File: src/roi_window_tracker_core_macros.svh
// ----------------------------------------------------------------------------
// Assertion macros for the search-window tracker
// Shared concurrent-check forms, clocked on clk and quiet during reset.
// ----------------------------------------------------------------------------
`ifndef ROI_WINDOW_TRACKER_CORE_MACROS_SVH
`define ROI_WINDOW_TRACKER_CORE_MACROS_SVH

// Implication that must hold at every clock edge out of reset.
`define ROI_ASSERT_IMPL(lbl, ante, cons, msg) \
  lbl: assert property (@(posedge clk) disable iff (!rst_n) (ante) |-> (cons)) else $error(msg);

// Implication whose consequent is checked in the cycle after the antecedent.
`define ROI_ASSERT_NEXT(lbl, ante, cons, msg) \
  lbl: assert property (@(posedge clk) disable iff (!rst_n) (ante) |=> (cons)) else $error(msg);

`endif

File: src/roi_pkg.sv
// ----------------------------------------------------------------------------
// roi_pkg
// Widths, reset values, register indexes, states and shared types of the
// search-window tracker.
// ----------------------------------------------------------------------------
`default_nettype none

package roi_pkg;

  localparam int FRAC_BITS  = 4;
  localparam int COORD_W    = 16;
  localparam int SUM_W      = COORD_W + 2;
  localparam int LEN_W      = 18;
  localparam int RAD_W      = 2 * LEN_W;
  localparam int EDGE_W     = 12;
  localparam int SCALE_W    = 4;
  localparam int MISS_W     = 16;
  localparam int HALF_W     = 23;
  localparam int VAL_W      = HALF_W + 2;
  localparam int MUL_W      = SUM_W + 1;
  localparam int PROD_W     = 2 * MUL_W;
  localparam int PIX_SHIFT  = FRAC_BITS + 2;
  localparam int MINH_SHIFT = FRAC_BITS + 1;
  localparam int PIX_W      = VAL_W - 1 - PIX_SHIFT;
  localparam int CNT_W      = $clog2(LEN_W);
  localparam int ADDR_W     = 5;
  localparam int DATA_W     = 32;
  localparam int N_CORNER   = 8;

  localparam logic [EDGE_W-1:0]  RST_FRAME_W  = EDGE_W'(1280);
  localparam logic [EDGE_W-1:0]  RST_FRAME_H  = EDGE_W'(1024);
  localparam logic [SCALE_W-1:0] RST_W_SCALE  = SCALE_W'(8);
  localparam logic [SCALE_W-1:0] RST_H_SCALE  = SCALE_W'(4);
  localparam logic [EDGE_W-1:0]  RST_MIN_H    = EDGE_W'(50);
  localparam logic [MISS_W-1:0]  RST_LOSS_LIM = MISS_W'(10);
  localparam logic [MISS_W-1:0]  MISS_MAX     = '1;

  typedef enum logic [2:0] {
    REG_FRAME_W  = 3'd0,
    REG_FRAME_H  = 3'd1,
    REG_W_SCALE  = 3'd2,
    REG_H_SCALE  = 3'd3,
    REG_MIN_H    = 3'd4,
    REG_LOSS_LIM = 3'd5
  } roi_reg_t;

  typedef enum logic [12:0] {
    S_IDLE = 13'h0001,
    S_SUM  = 13'h0002,
    S_SQW0 = 13'h0004,
    S_SQW1 = 13'h0008,
    S_RTW  = 13'h0010,
    S_SQH0 = 13'h0020,
    S_SQH1 = 13'h0040,
    S_RTH  = 13'h0080,
    S_SCW  = 13'h0100,
    S_SCH  = 13'h0200,
    S_EDX  = 13'h0400,
    S_EDY  = 13'h0800,
    S_DONE = 13'h1000
  } roi_state_t;

  // Status of the shared square-root unit.
  typedef struct packed {
    logic busy;
    logic done;
  } roi_sq_stat_t;

endpackage

`default_nettype wire

File: src/roi_isqrt.sv
// ----------------------------------------------------------------------------
// roi_isqrt
// Digit-by-digit floor square root, one result bit per clock.
// ----------------------------------------------------------------------------
`default_nettype none

module roi_isqrt (
  input  wire logic                      clk,
  input  wire logic                      rst_n,
  input  wire logic                      start,
  input  wire logic [roi_pkg::RAD_W-1:0] radicand,
  output roi_pkg::roi_sq_stat_t          stat,
  output logic [roi_pkg::LEN_W-1:0]      root
);
  import roi_pkg::*;

  logic [RAD_W-1:0]   rad_r;
  logic [LEN_W+1:0]   rem_r;
  logic [LEN_W-1:0]   root_r;
  logic [CNT_W-1:0]   cnt_r;
  logic               busy_r;
  logic               done_r;

  logic [LEN_W+3:0]   rem_sh;
  logic [LEN_W+3:0]   trial;
  logic [LEN_W+3:0]   rem_sub;
  logic               fits;

  // Bring down the next two radicand bits and try appending a one.
  always_comb begin
    rem_sh  = {rem_r, rad_r[RAD_W-1 -: 2]};
    trial   = {2'b00, root_r, 2'b01};
    fits    = (rem_sh >= trial);
    rem_sub = rem_sh - trial;
  end

  always_ff @(posedge clk) begin
    if (!rst_n) begin
      busy_r <= 1'b0;
      done_r <= 1'b0;
      cnt_r  <= '0;
    end else begin
      done_r <= busy_r && (cnt_r == CNT_W'(LEN_W - 1));
      if (start) begin
        busy_r <= 1'b1;
        cnt_r  <= '0;
      end else if (busy_r) begin
        cnt_r <= cnt_r + 1'b1;
        if (cnt_r == CNT_W'(LEN_W - 1)) begin
          busy_r <= 1'b0;
        end
      end
    end
  end

  always_ff @(posedge clk) begin
    if (start) begin
      rad_r  <= radicand;
      rem_r  <= '0;
      root_r <= '0;
    end else if (busy_r) begin
      rad_r  <= {rad_r[RAD_W-3:0], 2'b00};
      rem_r  <= fits ? rem_sub[LEN_W+1:0] : rem_sh[LEN_W+1:0];
      root_r <= {root_r[LEN_W-2:0], fits};
    end
  end

  assign stat.busy = busy_r;
  assign stat.done = done_r;
  assign root      = root_r;

endmodule

`default_nettype wire

File: src/roi_edge.sv
// ----------------------------------------------------------------------------
// roi_edge
// Forms the two box edges of one axis, truncates them to whole pixels and
// clamps them to the frame.
// ----------------------------------------------------------------------------
`default_nettype none

module roi_edge (
  input  wire logic signed [roi_pkg::SUM_W-1:0] center,
  input  wire logic [roi_pkg::HALF_W-1:0]       half,
  input  wire logic [roi_pkg::EDGE_W-1:0]       lim,
  output logic [roi_pkg::EDGE_W-1:0]            lo,
  output logic [roi_pkg::EDGE_W-1:0]            hi
);
  import roi_pkg::*;

  function automatic logic [EDGE_W-1:0] to_pix(input logic signed [VAL_W-1:0] v,
                                               input logic [EDGE_W-1:0] l);
    logic [PIX_W-1:0] p;
    p = v[VAL_W-2:PIX_SHIFT];
    if (v[VAL_W-1] || (v == '0)) begin
      return '0;
    end else if (p > PIX_W'(l)) begin
      return l;
    end else begin
      return p[EDGE_W-1:0];
    end
  endfunction

  logic signed [VAL_W-1:0] c_ext;
  logic signed [VAL_W-1:0] h_ext;

  always_comb begin
    c_ext = VAL_W'(center);
    h_ext = $signed(VAL_W'(half));
    lo    = to_pix(c_ext - h_ext, lim);
    hi    = to_pix(c_ext + h_ext, lim);
  end

endmodule

`default_nettype wire

File: src/roi_window_tracker_core.sv
// ----------------------------------------------------------------------------
// roi_window_tracker_core
// Search-window tracker: turns detected target corners into a clamped
// search window and falls back to the full frame after repeated misses.
// ----------------------------------------------------------------------------
// A request transfer (in_tuser = 0) goes straight to the done state,
// returns the current window through the output register and counts a
// miss; once the miss count is above loss_limit, or while no window
// exists, it returns the full frame with full_frame set and clears the
// count. A feedback transfer (in_tuser = 1) carries four corners in Q12.4
// pixels; its run time is set mostly by the shared square-root unit,
// which delivers one root bit per cycle and runs twice (target width,
// then height), each time fed by two squarings on the single 19 x 19
// multiplier; the same multiplier then applies the scale registers.
// in_tready is high only while the sequencer is idle, so one item is
// worked on at a time, and the result sits in an output register, so a
// new item can be taken while the previous result still waits. The
// configuration registers sit on an APB-style port at byte addresses 0, 4,
// 8, 12, 16 and 20, and must only be written while the block is idle.
// ----------------------------------------------------------------------------
`default_nettype none

module roi_window_tracker_core (
  input  wire logic                       clk,
  input  wire logic                       rst_n,
  // Input stream.
  input  wire logic                       in_tvalid,
  output logic                            in_tready,
  // tdata: corner0_x, corner0_y, corner1_x, corner1_y, corner2_x,
  //        corner2_y, corner3_x, corner3_y (16 bits signed each, from bit 0)
  input  wire logic [127:0]               in_tdata,
  // tuser: kind (bit 0; 0 = request, 1 = feedback)
  input  wire logic                       in_tuser,
  // Result stream.
  output logic                            out_tvalid,
  input  wire logic                       out_tready,
  // tdata: win_left [11:0], win_top [23:12], win_right [35:24],
  //        win_bottom [47:36], misses [63:48]
  output logic [63:0]                     out_tdata,
  // tuser: full_frame (bit 0)
  output logic                            out_tuser,
  // Configuration port.
  input  wire logic                       cfg_psel,
  input  wire logic                       cfg_penable,
  input  wire logic                       cfg_pwrite,
  input  wire logic [roi_pkg::ADDR_W-1:0] cfg_paddr,
  input  wire logic [roi_pkg::DATA_W-1:0] cfg_pwdata,
  output logic [roi_pkg::DATA_W-1:0]      cfg_prdata,
  output logic                            cfg_pready
);
  import roi_pkg::*;

`include "roi_window_tracker_core_macros.svh"

  // Configuration registers.
  logic [EDGE_W-1:0]  frame_w_r;
  logic [EDGE_W-1:0]  frame_h_r;
  logic [SCALE_W-1:0] w_scale_r;
  logic [SCALE_W-1:0] h_scale_r;
  logic [EDGE_W-1:0]  min_h_r;
  logic [MISS_W-1:0]  loss_lim_r;
  logic               cfg_wr;
  logic [2:0]         cfg_idx;

  // Tracker state.
  roi_state_t         state_r, state_nxt;
  logic               have_r;
  logic [MISS_W-1:0]  miss_r;
  logic               full_r;
  logic [EDGE_W-1:0]  left_r, top_r, right_r, bottom_r;

  // Working registers of a feedback item.
  logic signed [COORD_W-1:0] crn_r [N_CORNER];
  logic signed [SUM_W-1:0]   sx_r, sy_r, wx_r, wy_r, hx_r, hy_r;
  logic [RAD_W-1:0]          acc_r;
  logic [LEN_W-1:0]          lw_r, lh_r;
  logic [HALF_W-1:0]         hw_r, hh_r;

  // Output register.
  logic               out_valid_r;
  logic [63:0]        out_data_r;
  logic               out_full_r;

  // Shared multiplier, root unit and edge unit.
  logic signed [MUL_W-1:0]  mul_a, mul_b;
  logic signed [PROD_W-1:0] prod;
  logic                     sq_start;
  logic [RAD_W-1:0]         sq_rad;
  roi_sq_stat_t             sq_stat;
  logic [LEN_W-1:0]         sq_root;
  logic [LEN_W-1:0]         minh_len;
  logic [LEN_W-1:0]         lh_eff;
  logic signed [SUM_W-1:0]  edge_c;
  logic [HALF_W-1:0]        edge_h;
  logic [EDGE_W-1:0]        edge_lim;
  logic [EDGE_W-1:0]        edge_lo, edge_hi;

  logic in_fire;
  logic out_free;

  // --------------------------------------------------------------------------
  // Configuration port: a write lands on the access cycle; pready is tied high.
  // --------------------------------------------------------------------------
  assign cfg_pready = 1'b1;
  assign cfg_wr     = cfg_psel && cfg_penable && cfg_pwrite && cfg_pready;
  assign cfg_idx    = cfg_paddr[ADDR_W-1:2];

  always_ff @(posedge clk) begin
    if (!rst_n) begin
      frame_w_r  <= RST_FRAME_W;
      frame_h_r  <= RST_FRAME_H;
      w_scale_r  <= RST_W_SCALE;
      h_scale_r  <= RST_H_SCALE;
      min_h_r    <= RST_MIN_H;
      loss_lim_r <= RST_LOSS_LIM;
    end else if (cfg_wr) begin
      case (cfg_idx)
        REG_FRAME_W:  frame_w_r  <= cfg_pwdata[EDGE_W-1:0];
        REG_FRAME_H:  frame_h_r  <= cfg_pwdata[EDGE_W-1:0];
        REG_W_SCALE:  w_scale_r  <= cfg_pwdata[SCALE_W-1:0];
        REG_H_SCALE:  h_scale_r  <= cfg_pwdata[SCALE_W-1:0];
        REG_MIN_H:    min_h_r    <= cfg_pwdata[EDGE_W-1:0];
        REG_LOSS_LIM: loss_lim_r <= cfg_pwdata[MISS_W-1:0];
        default: ;
      endcase
    end
  end

  always_comb begin
    case (cfg_idx)
      REG_FRAME_W:  cfg_prdata = DATA_W'(frame_w_r);
      REG_FRAME_H:  cfg_prdata = DATA_W'(frame_h_r);
      REG_W_SCALE:  cfg_prdata = DATA_W'(w_scale_r);
      REG_H_SCALE:  cfg_prdata = DATA_W'(h_scale_r);
      REG_MIN_H:    cfg_prdata = DATA_W'(min_h_r);
      REG_LOSS_LIM: cfg_prdata = DATA_W'(loss_lim_r);
      default:      cfg_prdata = '0;
    endcase
  end

  // --------------------------------------------------------------------------
  // Handshakes.
  // --------------------------------------------------------------------------
  assign in_tready = (state_r == S_IDLE);
  assign in_fire   = in_tvalid && in_tready;
  assign out_free  = !out_valid_r || out_tready;

  // --------------------------------------------------------------------------
  // Shared multiplier: squares of the edge vectors, then length times scale.
  // --------------------------------------------------------------------------
  assign minh_len = LEN_W'({min_h_r, MINH_SHIFT'(0)});
  assign lh_eff   = (lh_r < minh_len) ? minh_len : lh_r;

  always_comb begin
    mul_a = '0;
    mul_b = '0;
    unique case (state_r)
      S_SQW0: begin mul_a = MUL_W'(wx_r); mul_b = MUL_W'(wx_r); end
      S_SQW1: begin mul_a = MUL_W'(wy_r); mul_b = MUL_W'(wy_r); end
      S_SQH0: begin mul_a = MUL_W'(hx_r); mul_b = MUL_W'(hx_r); end
      S_SQH1: begin mul_a = MUL_W'(hy_r); mul_b = MUL_W'(hy_r); end
      S_SCW: begin
        mul_a = $signed(MUL_W'(lw_r));
        mul_b = $signed(MUL_W'(w_scale_r));
      end
      S_SCH: begin
        mul_a = $signed(MUL_W'(lh_eff));
        mul_b = $signed(MUL_W'(h_scale_r));
      end
      default: ;
    endcase
  end

  assign prod = mul_a * mul_b;

  // The second square completes the radicand and starts the root directly.
  assign sq_start = (state_r == S_SQW1) || (state_r == S_SQH1);
  assign sq_rad   = acc_r + prod[RAD_W-1:0];

  roi_isqrt u_isqrt (
    .clk      (clk),
    .rst_n    (rst_n),
    .start    (sq_start),
    .radicand (sq_rad),
    .stat     (sq_stat),
    .root     (sq_root)
  );

  // One edge unit serves the x axis, then the y axis.
  always_comb begin
    if (state_r == S_EDY) begin
      edge_c   = sy_r;
      edge_h   = hh_r;
      edge_lim = frame_h_r;
    end else begin
      edge_c   = sx_r;
      edge_h   = hw_r;
      edge_lim = frame_w_r;
    end
  end

  roi_edge u_edge (
    .center (edge_c),
    .half   (edge_h),
    .lim    (edge_lim),
    .lo     (edge_lo),
    .hi     (edge_hi)
  );

  // --------------------------------------------------------------------------
  // Sequencer.
  // --------------------------------------------------------------------------
  always_comb begin
    state_nxt = state_r;
    unique case (state_r)
      S_IDLE: if (in_fire) state_nxt = in_tuser ? S_SUM : S_DONE;
      S_SUM:  state_nxt = S_SQW0;
      S_SQW0: state_nxt = S_SQW1;
      S_SQW1: state_nxt = S_RTW;
      S_RTW:  if (sq_stat.done) state_nxt = S_SQH0;
      S_SQH0: state_nxt = S_SQH1;
      S_SQH1: state_nxt = S_RTH;
      S_RTH:  if (sq_stat.done) state_nxt = S_SCW;
      S_SCW:  state_nxt = S_SCH;
      S_SCH:  state_nxt = S_EDX;
      S_EDX:  state_nxt = S_EDY;
      S_EDY:  state_nxt = S_DONE;
      S_DONE: if (out_free) state_nxt = S_IDLE;
      default: state_nxt = S_IDLE;
    endcase
  end

  // Control state: sequencer, window flag, miss count, stored window.
  always_ff @(posedge clk) begin
    if (!rst_n) begin
      state_r  <= S_IDLE;
      have_r   <= 1'b0;
      miss_r   <= '0;
      full_r   <= 1'b0;
      left_r   <= '0;
      top_r    <= '0;
      right_r  <= RST_FRAME_W;
      bottom_r <= RST_FRAME_H;
    end else begin
      state_r <= state_nxt;
      if (in_fire && !in_tuser) begin
        if (!have_r || (miss_r > loss_lim_r)) begin
          // Target lost: fall back to the whole frame.
          have_r   <= 1'b0;
          miss_r   <= '0;
          full_r   <= 1'b1;
          left_r   <= '0;
          top_r    <= '0;
          right_r  <= frame_w_r;
          bottom_r <= frame_h_r;
        end else begin
          full_r <= 1'b0;
          if (miss_r != MISS_MAX) begin
            miss_r <= miss_r + 1'b1;
          end
        end
      end
      if (state_r == S_EDX) begin
        left_r  <= edge_lo;
        right_r <= edge_hi;
      end
      if (state_r == S_EDY) begin
        top_r    <= edge_lo;
        bottom_r <= edge_hi;
        have_r   <= 1'b1;
        miss_r   <= '0;
        full_r   <= 1'b0;
      end
    end
  end

  // Datapath registers of a feedback item.
  always_ff @(posedge clk) begin
    if (in_fire) begin
      for (int i = 0; i < N_CORNER; i++) begin
        crn_r[i] <= $signed(in_tdata[i*COORD_W +: COORD_W]);
      end
    end
    if (state_r == S_SUM) begin
      // Corner sum gives four times the centre; the differences of the corner
      // sums of opposite edges give doubled width and height vectors.
      sx_r <= SUM_W'(crn_r[0]) + SUM_W'(crn_r[2]) + SUM_W'(crn_r[4]) + SUM_W'(crn_r[6]);
      sy_r <= SUM_W'(crn_r[1]) + SUM_W'(crn_r[3]) + SUM_W'(crn_r[5]) + SUM_W'(crn_r[7]);
      wx_r <= SUM_W'(crn_r[2]) + SUM_W'(crn_r[4]) - SUM_W'(crn_r[0]) - SUM_W'(crn_r[6]);
      wy_r <= SUM_W'(crn_r[3]) + SUM_W'(crn_r[5]) - SUM_W'(crn_r[1]) - SUM_W'(crn_r[7]);
      hx_r <= SUM_W'(crn_r[4]) + SUM_W'(crn_r[6]) - SUM_W'(crn_r[2]) - SUM_W'(crn_r[0]);
      hy_r <= SUM_W'(crn_r[5]) + SUM_W'(crn_r[7]) - SUM_W'(crn_r[3]) - SUM_W'(crn_r[1]);
    end
    if ((state_r == S_SQW0) || (state_r == S_SQH0)) begin
      acc_r <= prod[RAD_W-1:0];
    end
    if ((state_r == S_RTW) && sq_stat.done) begin
      lw_r <= sq_root;
    end
    if ((state_r == S_RTH) && sq_stat.done) begin
      lh_r <= sq_root;
    end
    if (state_r == S_SCW) begin
      hw_r <= {prod[HALF_W-2:0], 1'b0};
    end
    if (state_r == S_SCH) begin
      hh_r <= {prod[HALF_W-2:0], 1'b0};
    end
  end

  // --------------------------------------------------------------------------
  // Output register.
  // --------------------------------------------------------------------------
  always_ff @(posedge clk) begin
    if (!rst_n) begin
      out_valid_r <= 1'b0;
    end else if ((state_r == S_DONE) && out_free) begin
      out_valid_r <= 1'b1;
    end else if (out_tready) begin
      out_valid_r <= 1'b0;
    end
  end

  always_ff @(posedge clk) begin
    if ((state_r == S_DONE) && out_free) begin
      out_data_r <= {miss_r, bottom_r, right_r, top_r, left_r};
      out_full_r <= full_r;
    end
  end

  assign out_tvalid = out_valid_r;
  assign out_tdata  = out_data_r;
  assign out_tuser  = out_full_r;

  // --------------------------------------------------------------------------
  // Checks.
  // --------------------------------------------------------------------------
  `ROI_ASSERT_IMPL(a_root_done_in_wait, sq_stat.done, (state_r == S_RTW) || (state_r == S_RTH), "square root finished outside a root wait state")
  `ROI_ASSERT_IMPL(a_full_frame_window, out_tvalid && out_tuser, (out_tdata[11:0] == '0) && (out_tdata[23:12] == '0) && (out_tdata[63:48] == '0), "full-frame result with nonzero origin or miss count")
  `ROI_ASSERT_NEXT(a_feedback_sets_window, state_r == S_EDY, have_r && (miss_r == '0) && !full_r, "feedback did not establish a window")
  `ROI_ASSERT_IMPL(a_no_root_restart, sq_start, !sq_stat.busy, "square root restarted while busy")

endmodule

`default_nettype wire

File: config.mk
export PLATFORM = sky130hd
export DESIGN_NAME = roi_window_tracker_core
export DESIGN_NICKNAME = d
export VERILOG_FILES = /design/src/roi_pkg.sv /design/src/roi_isqrt.sv /design/src/roi_edge.sv /design/src/roi_window_tracker_core.sv
export VERILOG_INCLUDE_DIRS = /design/src /design/src/src
export SDC_FILE = /design/constraint.sdc
export NUM_CORES = 2
export LEC_CHECK = 0
export BUFFER_PORTS_ARGS = -buffer_cell sky130_fd_sc_hd__buf_2
export CORE_ASPECT_RATIO = 1.1
export CORE_MARGIN = 5
export CORE_UTILIZATION = 63
export CTS_CLUSTER_DIAMETER = 200
export DETAILED_ROUTE_END_ITERATION = 6
export PLACE_DENSITY = 0.82
export REMOVE_ABC_BUFFERS = 1
export SYNTH_ARGS = -nofsm -noshare
export SYNTH_HDL_FRONTEND = slang
export SYNTH_HIERARCHICAL = 1
export SYNTH_SLANG_ARGS = --single-unit
File: constraint.sdc
create_clock -name clk -period 12.9 [get_ports clk]
set_input_delay 1.29 -clock clk [delete_from_list [all_inputs] [get_ports clk]]
set_output_delay 1.29 -clock clk [all_outputs]
set_load 0.005 [all_outputs]
==> impl_metrics.py <==
metrics = {
    "synthesis": {
        "syn_inst": 5074,
        "postSynthAreaPerCell_um2": 10.3,
        "yosys_warnings": 6,
        "syn_area_um2": 52200,
    },
    "detailed_routing": {
        "vias_per_cell": 5.96,
        "drt-initial-drc-count": 3565,
        "ant_nets": 0,
        "wire_per_inst_um": 20.4,
        "remaining_drc_errors": 3,
        "firstDrtPassIters": 7,
        "vias": 38200,
        "drt_wl_total_um": 131000,
    },
    "flow_run": {
        "maxCapViolCount": 0,
    },
    "clocking": {
        "cts_setup_buffers": 0,
        "ctsHoldBuffers": 0,
        "cts-buffers-inserted": 69,
        "ctsHtreeMaxLevel": 3,
        "worstSkewPairLatency_ns": 0.63,
        "clk_pin_slew_worst_paths_ns": 0.06,
        "cts_buffer_depth": 3,
        "cts_tree": "built",
        "cts_resized": 0,
        "clock_sinks": 638,
        "root_buffer": "clkbuf_16",
    },
    "worst_setup_path": {
        "crit_path_frequent_cell": "fa_1",
        "critPathArrivalTime_ns": 12.58,
        "cp_max_fo": 19,
        "cp-start-kind": "flip-flop",
        "slowest_delay_ns": 0.77,
        "cp-end-kind": "flip-flop",
        "required_ns": 13.24,
        "slowest_stage": "nor3b_4",
        "critPathKind": "reg2reg",
    },
    "run_status": {
        "violations": "design-rule violations",
        "status": "finished, violations left",
    },
    "hold_path": {
        "hp-class": "reg2reg",
    },
    "layout": {
        "regArea_um2": 17300,
        "area_growth_pct": 8.95,
        "fin_nets": 6397,
        "multi_input_area_um2": 31200,
        "drive_above_1_share_pct": 10.2,
        "fill_cells": 5922,
    },
    "timing": {
        "drv_slew": 0,
        "fin_tns_setup_ns": 0,
        "fmax_ghz": 0.0817,
        "rsz0062_at_grt": "no",
        "finalCriticalPeriod_ns": 12.24,
        "worstMarginPinSlew_ns": 1.32,
        "relSlewSlack_pct": 10.7,
        "fin_skew_ns": 0.0370,
        "period_share_pct": 94.9,
        "fin_ws_ns": 0.660,
        "hold_viol": 0,
        "setup_violations": 0,
    },
    "floorplan": {
        "die_h_um": 312,
        "die_w_um": 284,
        "rows": 110,
        "core_um2": 82000,
        "io_pins": 273,
        "initial_core_util_pct": 63.6,
        "die-area_um2": 88700,
    },
    "global_routing": {
        "grt_max_degree": 100,
        "grt-busiest-layer": "met2",
        "grt_first_pass_wirelength_um": 207000,
        "gr-total-overflow": 0,
        "grtUsageTotal_pct": 29.3,
        "grt_pass1_vias": 39000,
        "grtUsageMet1_pct": 37.0,
        "grt_use_met3_pct": 5.12,
        "grt.met2_usage_pct": 49.6,
        "antenna_found_initial": 1,
    },
    "pwr": {
        "vdd_ir_drop_max_v": 0.000145,
        "total_power_mw": 7.01,
        "powerDensity_nw_per_um2": 123,
        "leakagePower_nw": 25.3,
    },
    "place": {
        "portBuffers": 237,
        "pre_cts_ws_ns": 0.817,
        "dp_hpwl_um": 102000,
        "gp_congestion": 0.982,
    },
}
## registers in the layout, indices dropped and copies added (netlist names), 18 cells and up
name	flops
acc_r	36
crn_r	128
hh_r	22
hw_r	22
hx_r	18
hy_r	18
lh_r	18
lw_r	18
out_tdata	64
sx_r	18
sy_r	18
u_isqrt/rad_r	36
u_isqrt/rem_r	20
u_isqrt/root	18
wx_r	18
wy_r	18
## cells in the final DEF (no fill, tap or decap), drive strengths merged, types with 49 or more instances in the layout
master and n:
fa 556, nand3 85, xor2 50, inv 781, buf 304, ha 373, nor3 78, mux2i 85
a211oi 67, nor2b 53, a21o 69, nor2 338, xnor2 160, clkbuf 85, a21oi 271, nand2b 49
o21ai 142, nand2 572, dfxtp 185, edfxtp 453
## metrics by stage
step	cells	area [um2]	util (%)	hold slack, ns
final	6414	56900	69.3	0.428
after global routing	6412	56900	69.3	0.437
after CTS	6412	56900	69.3	0.429
after detailed placement	6288	54500	66.4	0.416
after global placement	6288	54500	66.4	0.414
after floorplan	4920	51400	-	0.408
## path summary, 6_finish.rpt
kind | startpoint | end | slack (ns) | depth (start not counted)
max | state_r[0] | u_isqrt/rad_r[35] | 0.66 | 39
min | top_r[6] | out_tdata[18] | 0.43 | 0
max reg2reg | state_r[0] | u_isqrt/rad_r[35] | 0.66 | 39
min reg2reg | top_r[6] | out_tdata[18] | 0.43 | 0
## critical path: cells and delay by family, from the launching register on
kind,cells,cell delay [ns]
multiplexers,1,0.26
XOR/XNOR,3,0.44
flip-flops,1,0.39
AO/OA/AOI/OAI,13,3.66
buffers and inverters,5,0.87
AND/OR/NAND/NOR,8,2.29
adder cells (fa/ha/maj),9,4.05
## power by group
part	switching (mW)	total [mW]	leakage, nW	internal [mW]
Sequential	0.0776	2.50	5.65	2.42
Clock	0.848	2.11	1.16	1.26
Combinational	1.40	2.40	18.5	1.01
## layer usage
metal,up-vias,share of wire [%]
met4,0,5.5
li1,17500,-
met5,-,0
met2,1707,49
met3,388,8.0
met1,18700,38
## cell type report
| type | count | share of cell area, % |
|---|---|---|
| Antenna cell | 2 | 0.00880 |
| Clock buffer | 85 | 3.29 |
| Clock inverter | 39 | 0.918 |
| Inverter | 775 | 5.12 |
| Multi-Input combinational cell | 3507 | 54.9 |
| Sequential cell | 638 | 30.4 |
| Tap cell | 1064 | 2.34 |
| Timing Repair Buffer | 304 | 2.97 |
Power figures use the tool's default switching activity.
